--- config.mk ---
export PLATFORM = sky130hd
export DESIGN_NAME = at_response_line_classifier
export DESIGN_NICKNAME = d
export VERILOG_FILES = /design/src/rtl/core/arlc_pkg.sv /design/src/rtl/core/arlc_front.sv /design/src/rtl/core/arlc_queue.sv /design/src/rtl/core/at_response_line_classifier.sv
export VERILOG_INCLUDE_DIRS = /design/src /design/src/rtl/core
export SDC_FILE = /design/constraint.sdc
export NUM_CORES = 1
export LEC_CHECK = 0
export BUFFER_PORTS_ARGS = -buffer_cell sky130_fd_sc_hd__buf_4
export CAP_MARGIN = 15
export CORE_MARGIN = 2
export CORE_UTILIZATION = 55
export CTS_CLUSTER_DIAMETER = 30
export DETAILED_ROUTE_END_ITERATION = 10
export GPL_TIMING_DRIVEN = 0
export HOLD_SLACK_MARGIN = 0.06
export PLACE_DENSITY_LB_ADDON = 0.08
export SLEW_MARGIN = 30
export SYNTH_ARGS = -nofsm -noshare
export SYNTH_HDL_FRONTEND = slang
export SYNTH_SLANG_ARGS = --single-unit
--- constraint.sdc ---
create_clock -name clk -period 4.1 [get_ports clk]
set_input_delay 0.205 -clock clk [delete_from_list [all_inputs] [get_ports clk]]
set_output_delay 0.205 -clock clk [all_outputs]
set_load 0.02 [all_outputs]
--- src/rtl/core/at_response_line_classifier_defines.svh ---
// Assertion helpers shared by the classifier modules.
// Each use expects clk and arst_n in scope.
`ifndef AT_RESPONSE_LINE_CLASSIFIER_DEFINES_SVH
`define AT_RESPONSE_LINE_CLASSIFIER_DEFINES_SVH

// Property checked at every clock edge outside reset.
`define ARLC_ASSERT(lbl, prop, msg) \
	lbl: assert property (@(posedge clk) disable iff (!arst_n) prop) else $error(msg);

// Condition in this cycle implies the property in the next one.
`define ARLC_ASSERT_NEXT(lbl, cond, prop, msg) \
	`ARLC_ASSERT(lbl, (cond) |=> (prop), msg)

// Condition implies the property in the same cycle.
`define ARLC_ASSERT_NOW(lbl, cond, prop, msg) \
	`ARLC_ASSERT(lbl, (cond) |-> (prop), msg)

`endif

--- src/rtl/core/arlc_pkg.sv ---
package arlc_pkg;

	localparam int DEF_LINE_BUFFER_BYTES = 256;
	localparam int DEF_WINDOW_BYTES      = 16;
	localparam int DEF_QUEUE_DEPTH       = 4;

	localparam logic [7:0] CHAR_CR  = 8'h0d;
	localparam logic [7:0] CHAR_LF  = 8'h0a;
	localparam logic [7:0] CHAR_EQ  = 8'h3d;
	localparam logic [7:0] CHAR_NUL = 8'h00;
	localparam logic [7:0] CHAR_LA  = 8'h61;
	localparam logic [7:0] CHAR_LZ  = 8'h7a;
	localparam logic [7:0] CASE_OFS = 8'h20;

	localparam int PAT_COUNT   = 4;
	localparam int PAT_MAX_LEN = 16;

	localparam int PAT_ACK  = 0;
	localparam int PAT_NACK = 1;
	localparam int PAT_FAIL = 2;
	localparam int PAT_FACE = 3;

	// Right-justified: the last character of each pattern sits in bits [7:0].
	localparam logic [PAT_MAX_LEN*8-1:0] PAT_TEXT [PAT_COUNT] = '{
		"AT+PWOFFRSP=ACK",
		"AT+PWOFFRSP=NACK",
		"AT+FACERES=FAIL",
		"AT+FACERES="
	};
	localparam logic [4:0] PAT_LEN [PAT_COUNT] = '{5'd15, 5'd16, 5'd15, 5'd11};

	typedef enum logic [1:0] {
		EV_IDLE       = 2'd0,
		EV_UNLOCK     = 2'd1,
		EV_PWOFF_ACK  = 2'd2,
		EV_PWOFF_NACK = 2'd3
	} event_t;

	typedef struct packed {
		event_t     event_code;
		logic [7:0] line_length;
	} result_t;

endpackage

--- src/rtl/core/arlc_front.sv ---
`include "at_response_line_classifier_defines.svh"

module arlc_front #(
	parameter int LINE_BUFFER_BYTES = arlc_pkg::DEF_LINE_BUFFER_BYTES,
	parameter int WINDOW_BYTES      = arlc_pkg::DEF_WINDOW_BYTES
) (
	input  logic              clk,
	input  logic              arst_n,
	input  logic              accept,
	input  logic [7:0]        rx_byte,
	output logic              res_valid,
	output arlc_pkg::result_t res
);

	localparam int CW  = $clog2(LINE_BUFFER_BYTES);
	localparam int NXW = (CW + 1 > 8) ? CW + 1 : 8;

	logic [CW-1:0]  count_q;
	logic [7:0]     prev_q;
	logic           equals_q;
	logic           nul_q;
	logic [7:0]     win_q [WINDOW_BYTES];
	logic [arlc_pkg::PAT_COUNT-1:0] found_q;

	logic [NXW-1:0] cnt_nx;
	logic           overflow;
	logic           shift;
	logic           equals_nx;
	logic [7:0]     bt;
	logic [7:0]     win_nx [WINDOW_BYTES];
	logic [arlc_pkg::PAT_COUNT-1:0] hit;
	logic [arlc_pkg::PAT_COUNT-1:0] found_nx;
	logic           eol;
	arlc_pkg::event_t code;

	assign cnt_nx   = NXW'(count_q) + NXW'(1);
	assign overflow = (cnt_nx == NXW'(LINE_BUFFER_BYTES));

	// Case folding ahead of the first '=', and the NUL cutoff.
	always_comb begin
		shift     = 1'b0;
		equals_nx = equals_q;
		bt        = rx_byte;
		if (!nul_q && rx_byte != arlc_pkg::CHAR_NUL) begin
			shift = 1'b1;
			if (!equals_q) begin
				if (rx_byte == arlc_pkg::CHAR_EQ) begin
					equals_nx = 1'b1;
				end else if (rx_byte >= arlc_pkg::CHAR_LA && rx_byte <= arlc_pkg::CHAR_LZ) begin
					bt = rx_byte - arlc_pkg::CASE_OFS;
				end
			end
		end
	end

	always_comb begin
		for (int i = 0; i < WINDOW_BYTES - 1; i++) begin
			win_nx[i] = win_q[i+1];
		end
		win_nx[WINDOW_BYTES-1] = bt;
	end

	// Each pattern is compared against the tail of the shifted window.
	always_comb begin
		for (int p = 0; p < arlc_pkg::PAT_COUNT; p++) begin
			hit[p] = 1'b1;
			for (int j = 0; j < arlc_pkg::PAT_MAX_LEN; j++) begin
				if (5'(j) < arlc_pkg::PAT_LEN[p] &&
				    win_nx[WINDOW_BYTES-1-j] != arlc_pkg::PAT_TEXT[p][j*8 +: 8]) begin
					hit[p] = 1'b0;
				end
			end
		end
	end

	assign found_nx = shift ? (found_q | hit) : found_q;

	assign eol = (cnt_nx >= NXW'(2)) &&
	             ((prev_q == arlc_pkg::CHAR_CR && rx_byte == arlc_pkg::CHAR_LF) ||
	              (prev_q == arlc_pkg::CHAR_LF && rx_byte == arlc_pkg::CHAR_CR));

	always_comb begin
		if (found_nx[arlc_pkg::PAT_ACK]) begin
			code = arlc_pkg::EV_PWOFF_ACK;
		end else if (found_nx[arlc_pkg::PAT_NACK]) begin
			code = arlc_pkg::EV_PWOFF_NACK;
		end else if (found_nx[arlc_pkg::PAT_FAIL]) begin
			code = arlc_pkg::EV_IDLE;
		end else if (found_nx[arlc_pkg::PAT_FACE]) begin
			code = arlc_pkg::EV_UNLOCK;
		end else begin
			code = arlc_pkg::EV_IDLE;
		end
	end

	assign res_valid        = accept && !overflow && eol;
	assign res.event_code   = code;
	assign res.line_length  = cnt_nx[7:0];

	always_ff @(posedge clk or negedge arst_n) begin
		if (!arst_n) begin
			count_q  <= '0;
			prev_q   <= '0;
			equals_q <= 1'b0;
			nul_q    <= 1'b0;
			found_q  <= '0;
			for (int i = 0; i < WINDOW_BYTES; i++) begin
				win_q[i] <= '0;
			end
		end else if (accept) begin
			if (overflow || eol) begin
				// Drop or finish the line: start the next one clean.
				count_q  <= '0;
				prev_q   <= '0;
				equals_q <= 1'b0;
				nul_q    <= 1'b0;
				found_q  <= '0;
				for (int i = 0; i < WINDOW_BYTES; i++) begin
					win_q[i] <= '0;
				end
			end else begin
				count_q  <= cnt_nx[CW-1:0];
				prev_q   <= rx_byte;
				equals_q <= equals_nx;
				found_q  <= found_nx;
				if (!nul_q && rx_byte == arlc_pkg::CHAR_NUL) begin
					nul_q <= 1'b1;
				end
				if (shift) begin
					for (int i = 0; i < WINDOW_BYTES; i++) begin
						win_q[i] <= win_nx[i];
					end
				end
			end
		end
	end

	`ARLC_ASSERT_NEXT(a_clear_after_eol, res_valid, count_q == '0 && found_q == '0, "line state not cleared after a line end")
	`ARLC_ASSERT_NEXT(a_clear_on_drop, accept && overflow, count_q == '0 && !nul_q, "line state not cleared on a full buffer")
	`ARLC_ASSERT_NOW(a_len_min, res_valid, res.line_length != 8'd0 && res.line_length != 8'd1, "line end reported with fewer than two bytes")

endmodule

--- src/rtl/core/arlc_queue.sv ---
`include "at_response_line_classifier_defines.svh"

module arlc_queue #(
	parameter int DEPTH = arlc_pkg::DEF_QUEUE_DEPTH
) (
	input  logic              clk,
	input  logic              arst_n,
	input  logic              push,
	input  arlc_pkg::result_t push_data,
	output logic              full,
	output logic              out_valid,
	input  logic              out_ready,
	output arlc_pkg::result_t out_data
);

	localparam int PW = (DEPTH > 1) ? $clog2(DEPTH) : 1;
	localparam int NW = $clog2(DEPTH + 1);

	arlc_pkg::result_t mem_q [DEPTH];
	logic [PW-1:0] wr_q;
	logic [PW-1:0] rd_q;
	logic [NW-1:0] count_q;
	logic          pop;

	assign full      = (count_q == NW'(DEPTH));
	assign out_valid = (count_q != '0);
	assign out_data  = mem_q[rd_q];
	assign pop       = out_valid && out_ready;

	always_ff @(posedge clk) begin
		if (push) begin
			mem_q[wr_q] <= push_data;
		end
	end

	always_ff @(posedge clk or negedge arst_n) begin
		if (!arst_n) begin
			wr_q    <= '0;
			rd_q    <= '0;
			count_q <= '0;
		end else begin
			if (push) begin
				wr_q <= (wr_q == PW'(DEPTH - 1)) ? '0 : wr_q + PW'(1);
			end
			if (pop) begin
				rd_q <= (rd_q == PW'(DEPTH - 1)) ? '0 : rd_q + PW'(1);
			end
			if (push && !pop) begin
				count_q <= count_q + NW'(1);
			end else if (pop && !push) begin
				count_q <= count_q - NW'(1);
			end
		end
	end

	`ARLC_ASSERT_NOW(a_no_push_full, push, !full, "item pushed into a full queue")
	`ARLC_ASSERT_NEXT(a_count_up, push && !pop, count_q == $past(count_q) + NW'(1), "queue count did not advance")
	`ARLC_ASSERT(a_count_max, count_q <= NW'(DEPTH), "queue count above its depth")

endmodule

--- src/rtl/core/at_response_line_classifier.sv ---
// Serial response line classifier.
// Input channel (in_valid, in_ready, rx_byte): one received byte per item.
// Output channel (out_valid, out_ready, event_code, line_length): one item
// for each completed line, ending on CR LF or LF CR with at least two bytes.
// event_code: 0 idle, 1 unlock, 2 power-off ack, 3 power-off nack.
// Throughput: one byte per cycle unless the queue is full. The framer
// and pattern matcher update in the cycle the byte is taken; a line end
// writes its result into a small queue, which registers it for out_valid.
// A line that reaches LINE_BUFFER_BYTES is dropped without a result.
// When the receiver stalls, results wait in the queue (QUEUE_DEPTH entries)
// while bytes keep flowing; in_ready drops only when the queue is full.
// Reset clears the line state and empties the queue; in_ready is high
// from the first cycle after reset.
module at_response_line_classifier #(
	parameter int LINE_BUFFER_BYTES = arlc_pkg::DEF_LINE_BUFFER_BYTES,
	parameter int WINDOW_BYTES      = arlc_pkg::DEF_WINDOW_BYTES,
	parameter int QUEUE_DEPTH       = arlc_pkg::DEF_QUEUE_DEPTH
) (
	input  logic       clk,
	input  logic       arst_n,
	input  logic       in_valid,
	output logic       in_ready,
	input  logic [7:0] rx_byte,
	output logic       out_valid,
	input  logic       out_ready,
	output logic [1:0] event_code,
	output logic [7:0] line_length
);

	logic              accept;
	logic              full;
	logic              res_valid;
	arlc_pkg::result_t res;
	arlc_pkg::result_t out_data;

	assign in_ready = !full;
	assign accept   = in_valid && in_ready;

	arlc_front #(
		.LINE_BUFFER_BYTES(LINE_BUFFER_BYTES),
		.WINDOW_BYTES     (WINDOW_BYTES)
	) u_front (
		.clk      (clk),
		.arst_n   (arst_n),
		.accept   (accept),
		.rx_byte  (rx_byte),
		.res_valid(res_valid),
		.res      (res)
	);

	arlc_queue #(
		.DEPTH(QUEUE_DEPTH)
	) u_queue (
		.clk      (clk),
		.arst_n   (arst_n),
		.push     (res_valid),
		.push_data(res),
		.full     (full),
		.out_valid(out_valid),
		.out_ready(out_ready),
		.out_data (out_data)
	);

	assign event_code  = out_data.event_code;
	assign line_length = out_data.line_length;

endmodule

Yosys cells after proc, flatten, opt, wreduce, memory -nomap -nowiden
Memories as Yosys holds them, arrays and structs flattened. Cells that the tools add are included. Widths: inputs -> output; s select.

Flip-flop bits (word level): 149. RAM bits: 40. Bits of input ports: 12. Output and inout port bits: 12. Word-level logic and storage cells: 197. Memories kept: 1.

Memories: u_queue.mem_q (words 4, bits a word 10, read ports 1, clocked after memory_dff 0, wr ports 1, line arlc_queue.sv:19) `arlc_pkg::result_t mem_q [DEPTH];`.

$add $sub $neg: 6. $lt $le $gt $ge: 3. Eq/ne operators: 53. Mux-type cells: 81. Bitwise operators: 1. Reduce and logical (&&, ||, !) cells: 29.

Operators with widths (count): $ne 8x7->1 const B (38); $mux 120 (2); $mux 1 (64); $mux 8 (6); $ne 8x6->1 const B (6); $eq 8x4->1 const B (4); $logic_and 1x1->1 (12); $mux 2 (5); $add 8x1->9 const B (1); $eq 9x9->1 const B (1); $ge 9x2->1 const B (1); $eq 8x6->1 const B (1); $ge 8x7->1 const B (1); $le 8x7->1 const B (1); $logic_not 8->1 (1); $mux 4 (2); $reduce_bool 2->1 (4); $reduce_bool 8->1 (1); $sub 8x6->8 const B (1); $mux 3 (2); $reduce_and 2->1 (3); $logic_not 1->1 (5); $add 2x1->2 const B (2); $eq 2x2->1 const B (2); other kinds (6) (7).

Logic depth before layout (Yosys ltp)
Gate-level depths: netlist of the first run.

Depth after elaboration: 29. Gate-level depth with buffers: 12. Mapped depth without buffers: 12.

By module
A second synthesis of the first run with hierarchy kept.

Cell total of the unflattened synthesis: 606. Area, all modules: 8119.0 µm².

By module, submodules not included: arlc_front (instances 1, cells an instance 515, area an instance 6233.5 µm², sequential area each 3553.4 µm²); arlc_queue (instances 1, cells an instance 89, area an instance 1875.5 µm², sequential area each 1376.3 µm²); at_response_line_classifier (instances 1, cells an instance 2, area an instance 10.0 µm², sequential area each 0.0 µm²).

Least setup slack after synthesis of the first run
No wires, ideal clock.

Kind: flip-flop to flip-flop. Start point: register u_front.count_q[0]. End point: register u_queue.count_q[2]. Setup time: 79 ps. Data arrival time: 2940 ps. Required time: 4021 ps. Path slack: 1081 ps. Stages on the path, launching flop included: 12. Path buffers: 0. Clock period less this slack: 3019 ps. Cell sequence: dfrtp_1 ha_1 xnor2_1 a31oi_1 nor3_2 a2111oi_2 ha_1 inv_1 fa_1 xor2_1 nor2_1 xor2_1.

Longest elaborated chain between the ends: 8. Elaborated cells between the ends (all ways): 12. Classes of those cells: add/sub: 1; order compare: 1; eq/ne: 1; mux: 1; reduce/logical: 8.

RTL lines: start, declared (line arlc_front.sv:18) `logic [CW-1:0] count_q;`; start signal, assigned (line arlc_front.sv:122) `count_q <= cnt_nx[CW-1:0];`; $add 8x1->9 * (line arlc_front.sv:36) `assign cnt_nx = NXW'(count_q) + NXW'(1);`; branches (longest 3 deep; another with $ge 9x2->1); $logic_and 1x1->1 * (line arlc_front.sv:96) `assign res_valid = accept && !overflow && eol;`; via res_valid (line at_response_line_classifier.sv:32) `logic res_valid;`; $logic_not 1->1 (line arlc_queue.sv:50) `end else if (pop && !push) begin`; $logic_and 1x1->1 (line arlc_queue.sv:50); $reduce_bool 2->1 (no line); end signal, assigned (line arlc_queue.sv:49) `count_q <= count_q + NW'(1);`; end signal, assigned (line arlc_queue.sv:51) `count_q <= count_q - NW'(1);`; end, declared (line arlc_queue.sv:22) `logic [NW-1:0] count_q;`.

Mark *: on every way through the listed nets, which the timed path passes. A chain may end at the register's enable or synchronous reset.

Worst setup path in the final report of the first run
Ends and elaborated chain as after synthesis.

==> impl_metrics.ini, run 1 <==
[routing]
drt_first_iter_violations = 598
via_count = 5502
wirelength_um = 19230
drc = 0
ant_nets = 0
drtPass1Iterations = 6
routed_via_density = 6.573
wire_per_inst_um = 22.97

[synthesis]
syn_area_per_cell_um2 = 13.66
seq_area_frac_synth_pct = 60.56
synthCells = 596
synth_compound_area_share_pct = 17.81
synth_top_family_by_area = compound AO/OA/AOI/OAI gates
ys_seq_elements = 189
synth_cell_types = 67
synth_mux_area_share_pct = 3.043
synth_xor_area_share_pct = 0.8607
yosysWarnings = 0
async_flop_share_pct = 78.84
syn_area_mm2 = 0.008140
synth_ff_type = dfrtp_1
synth-edff-count = 40
synthSimpleGateAreaFrac_pct = 12.94
synth_adder_area_share_pct = 1.629
syn-num-nets = 618

[cts]
cts_buffers = 17
cts_buffer_depth = 2
htreeDepth = 4
cts.sinks = 189
postCtsSetupBuffers = 0
post_cts_resize_count = 0
cts_tree = built
worstSkewPairLatency_ps = 430
cts_hold_buf = 3
cts-root-buf = clkbuf_16
clk_pin_slew_ps = 70

[layout]
register_area_mm2 = 0.004930
fillerInstances = 1096
drive_gt1_share_pct = 15.47
area_growth_syn_to_layout_pct = 13.28
nNetsFinal = 662
antennaDiodeCount = 0
multi_input_area_mm2 = 0.002967
stdcell_count = 837
final_util_pct = 63.69

[setup_path]
crit_path_top_delay_cell = a2111oi_4
arrival_ps = 3750
setup.worst_path.class = register to register
cp.required_ps = 4450
critPathLaunch = u_front.count_q[0]
cp_max_fo = 9
worst-path-buf-inv = 1
endpoint_kind = register
path_cells = ha_1 > xnor2_1 > a31oi_1 > nor3_2 > a2111oi_4 > ha_1 > inv_1 > fa_1 > xor2_1 > nor2_1 > xor2_1
crit_family = compound AO/OA/AOI/OAI gates
cp-start-kind = register
r2r-start = u_front.count_q[0]
slowest_delay_ps = 620

[floorplan]
rows = 44
ios = 24
core_mm2 = 0.01448
start_util_pct = 56.22
die_width_um = 125.7
die_y_um = 125.7
die_area_mm2 = 0.01579

[timing]
setup-tns-final_ps = 0
rsz0062_at_grt = false
finalMaxSlewViolations = 0
setup_viol = 0
layout_setup_ws_ps = 703.5
holdWs_ps = 81.81
finalCriticalPeriod_ps = 3397
hold_viol = 0
fin_crit_sh_pct = 82.84
fmax_ghz = 0.2944
skew_ps = 7.494
max_slew.worst_pin.slew_ps = 794.1
relSlewSlack_pct = 46.31

[placement]
dp_hpwl_um = 13590
globalplace.congestion = 0.9153
dp_slack_ps = 460.4
placedCellCount = 802
portBuffers = 21

[power_and_ir_drop]
leakage_nw = 3.891
cellPowerDensity_mw_per_mm2 = 724.4
max-vdd-ir-drop_mv = 0.3893

[run]
drv_cap = 0

[global_route]
grt_pass1_wl_um = 31460
grt-ovfl-total = 0
antenna_found_initial = 0
grt_pass1_vias = 5566
grt_use_total_pct = 25.87
grt_max_degree = 79

[outcome]
status = finished, final reports clean

[worst_hold_path]
hold_path_class = primary input to register
hp-start = rx_byte[2]
## flip-flops by register name, summed over array words and instances, names as in the netlist
signal            cells
u_queue.count_q       3
u_front.found_q       4
u_front.win_nx      120
u_queue.rd_q          2
u_front.prev_q        8
u_queue.wr_q          2
u_front.nul_q         1
u_queue.mem_q        40
u_front.equals_q      1
u_front.count_q       8
## area by class of cell
class                   instances  area share, %
plain buffers                  35          2.293
clock buffers                  21          4.885
clock inverters                11          1.791
inverters                      12         0.4885
multi-input cells             360          32.17
flip-flops and latches        189          53.46
well taps                     184          2.497
repair buffers                 25          2.415
## worst register-to-register path: stages, from the launching register on
cell and delay, ps:
dfrtp_1 480, ha_1 320, xnor2_1 150, a31oi_1 380, nor3_2 190, a2111oi_4 620, ha_1 290, inv_1 60
fa_1 370, xor2_1 170, nor2_1 130, xor2_1 160
## routing by layer
metal	GRT usage (%)	routed length, um	part of all wire [%]	up-vias
met5	0	0	0	-
met4	8.235	388	2.0	0
met3	6.585	1415	7.4	32
met2	36.66	8404	44	171
met1	39.59	9019	47	2848
li1	-	-	-	2451
## cells in the final DEF, fill, tap and decap left out, types with 5 or more instances in the layout
master	n
ha_1	9
nand2_1	20
o21a_1	5
xnor2_1	5
nor4bb_1	7
mux4_2	10
buf_2	13
or3_1	5
clkbuf_1	10
nor4b_1	11
a22o_1	124
and2_1	6
nor3_1	11
edfxtp_1	40
and4b_1	5
nand4_1	15
nor3b_1	6
nor2_1	15
nand4b_1	8
buf_4	31
o21ai_0	8
nand3_1	9
inv_1	12
clkbuf_16	17
nor4_1	15
dfrtp_1	149
## through the flow
stage                     power, mW  area [um2]
after detailed placement      4.952        8563
after global routing          7.022        9221
after floorplan               4.268        8140
final                         6.680        9221
after global placement        4.869        8528
after CTS                     6.680        9209
## power by group
group / switching, mW / internal, mW / total [mW]
Sequential: 0.693 / 2.54 / 3.23
Clock: 0.683 / 1.03 / 1.72
Combinational: 0.857 / 0.871 / 1.73
Total: 2.23 / 4.45 / 6.68
## cells in the mapped netlist, types with 10 or more instances
cell      instances  area, um2
nand4_1          15      93.84
dfrtp_1         149       3729
nor3_1           11      55.05
buf_2            13      65.06
nor4b_1          11      96.34
nand2_1          20      75.07
buf_4            11      82.58
nor2_1           15      56.30
edfxtp_1         40       1201
nor4_1           15      93.84
mux4_2           10      225.2
a22o_1          124       1086
inv_1            12      45.04
## worst paths after layout
path                                      end  slack (ps)  depth (start not counted)
max                        u_queue.count_q[2]         700                         11
min                         u_front.prev_q[2]          80                          2
max reg2reg                u_queue.count_q[2]         700                         11
min reg2reg                u_queue.count_q[2]         500                          1
max in group asynchronous  u_front.win_nx[12]        3010                          3
min in group asynchronous  u_front.win_nx[31]         330                          2
## cell families after synthesis
family | count (synthesis)
flip-flops | 189
AO/OA/AOI/OAI | 169
AND/OR/NAND/NOR | 161
buffers and inverters | 47
multiplexers | 12
adder cells (fa/ha/maj) | 10
XOR/XNOR | 8
Note: power is estimated with default switching activity, not from simulation.
==> run 2, diff against run 1 <==
clock period = 3.5 ns   (was 4.1 ns; I/O delays follow)
==> run 2 against run 1 <==
  * Critical path depth decreased by 1
  * Cell count up 0.72%
  * Combinational power grew 17%
  * Clock skew barely moved
  * Power grew 17%
  * Flip-flop and latch count stayed put
  * First-iteration DRC count up 6.4%
  * Core utilization increased by 0.38 points
  * Non-clock buffer count grew 6
  * Register-to-register slack worse by 400 ps
  * Critical endpoint is now u_queue.count_q[1]
==> impl_metrics.ini, run 2 (synthesis results as in run 1) <==
[outcome]
status = finished, final reports clean

[cts]
clk_pin_slew_ps = 70
worstSkewPairLatency_ps = 430
cts_tree = built
htreeDepth = 4
cts_buffer_depth = 2
cts.sinks = 189
cts-root-buf = clkbuf_16
cts_buffers = 17

[floorplan]
rows = 44
start_util_pct = 56.22
die_width_um = 125.7
core_mm2 = 0.01448
die_area_mm2 = 0.01579
ios = 24
die_y_um = 125.7

[placement]
globalplace.congestion = 0.9153
placedCellCount = 802
dp_hpwl_um = 13590
portBuffers = 21
place_area_mm2 = 0.008563

[power_and_ir_drop]
leakage_nw = 3.918
max-vdd-ir-drop_mv = 0.4521
finalPower_mw = 7.834
cellPowerDensity_mw_per_mm2 = 844.6

[routing]
ant_nets = 0
routed_via_density = 6.637
wirelength_um = 19350
via_count = 5595
drc = 0
drt_first_iter_violations = 636
wire_per_inst_um = 22.95
drtPass1Iterations = 5

[setup_path]
cp_max_fo = 8
setup.worst_path.class = register to register
arrival_ps = 3510
cp.required_ps = 3810
endpoint_kind = register
cp-start-kind = register

[timing]
setup_viol = 0
finalCriticalPeriod_ps = 3201
fin_crit_sh_pct = 91.45
rsz0062_at_grt = false
relSlewSlack_pct = 45.69
skew_ps = 7.760
max_slew.worst_pin.slew_ps = 814.7
finalMaxSlewViolations = 0
fmax_ghz = 0.3124
hold_viol = 0

[layout]
fin_area_mm2 = 0.009276
largest_reg_flops = 120
final_common_cell = dfrtp_1
fillerInstances = 1090
antennaDiodeCount = 0
area_growth_syn_to_layout_pct = 13.96
register_area_mm2 = 0.004930
stdcell_count = 843
final_util_pct = 64.07
drive_gt1_share_pct = 15.63
layout_common_cells = dfrtp_1, a22o_1, edfxtp_1, buf_4, nand2_1
nNetsFinal = 668
multi_input_area_mm2 = 0.002967

[global_route]
antenna_found_initial = 0
grt_pass1_wl_um = 31580
grt-ovfl-total = 0
grt_max_degree = 79
grt_use_total_pct = 25.97
grt_pass1_vias = 5602

[worst_hold_path]
hold_path_class = primary input to register

[run]
drv_cap = 0
-- run 2: cell types whose count changed in the layout (fill, tap and decap cells not counted) --
cell,change
dlygate4sd3_1,+4
buf_4,+2
-- run 2: area by class of cell --
type | count | area share, %
Multi-Input combinational cell | 360 | 31.98
Clock inverter | 11 | 1.780
Timing Repair Buffer | 31 | 2.994
Inverter | 12 | 0.4856
Clock buffer | 21 | 4.856
Buffer | 35 | 2.279
Sequential cell | 189 | 53.14
Tap cell | 184 | 2.482
-- run 2: layer usage --
layer	GRT usage [%]	vias to the layer above	share of wire, %
li1	-	2470	-
met1	39.70	2891	48
met2	36.88	190	44
met3	6.585	44	6.6
met4	8.235	0	2.3
met5	0	-	0
-- run 2: path summary, 6_finish.rpt --
check | start | to | slack (ps) | cells past startpoint
worst max-delay path | u_front.count_q[0] | u_queue.count_q[1] | 300 | 10
worst min-delay path | out_ready | u_queue.rd_q[0] | 150 | 3
worst max register to register | u_front.count_q[0] | u_queue.count_q[1] | 300 | 10
worst min register to register | u_queue.count_q[2] | u_queue.count_q[2] | 500 | 1
max in group asynchronous | arst_n | u_front.win_nx[12] | 2440 | 3
min in group asynchronous | arst_n | u_front.win_nx[31] | 300 | 2
-- run 2: power breakdown --
| group | switching, mW | total [mW] | internal (mW) |
|---|---|---|---|
| clock network | 0.806 | 2.02 | 1.21 |
| logic | 1.01 | 2.03 | 1.02 |
| registers | 0.809 | 3.79 | 2.98 |
| total | 2.62 | 7.83 | 5.21 |
-- run 2: critical path, cell delays in order (launching register included) --
cell	delay, ps
dfrtp_1	470
ha_1	320
xor2_1	230
or3_1	400
nor4_4	370
a2111oi_4	120
buf_4	200
ha_1	220
inv_1	70
fa_1	410
mux2_2	270
-- run 2: repair_timing --
| item | CTS | global route |
|---|---|---|
| hold endpoints to repair | 81 | 0 |
| setup endpoints to repair | 2 | 2 |
| hold buffers | 7 | 0 |
| buffers inserted | 0 | 2 |
| resized for setup | 1 | 0 |
| pin swaps | 0 | 1 |
-- run 2: per-stage QoR --
stage               worst slack, ps  hold WS (ps)  setup TNS (ps)
global route                  22.39         160.6               0
global placement             -33.22         464.3          -33.22
floorplan                     481.2        -120.6               0
detailed placement           -139.6         186.0          -216.0
finish                        299.3         149.4               0
CTS                           138.7         134.8               0
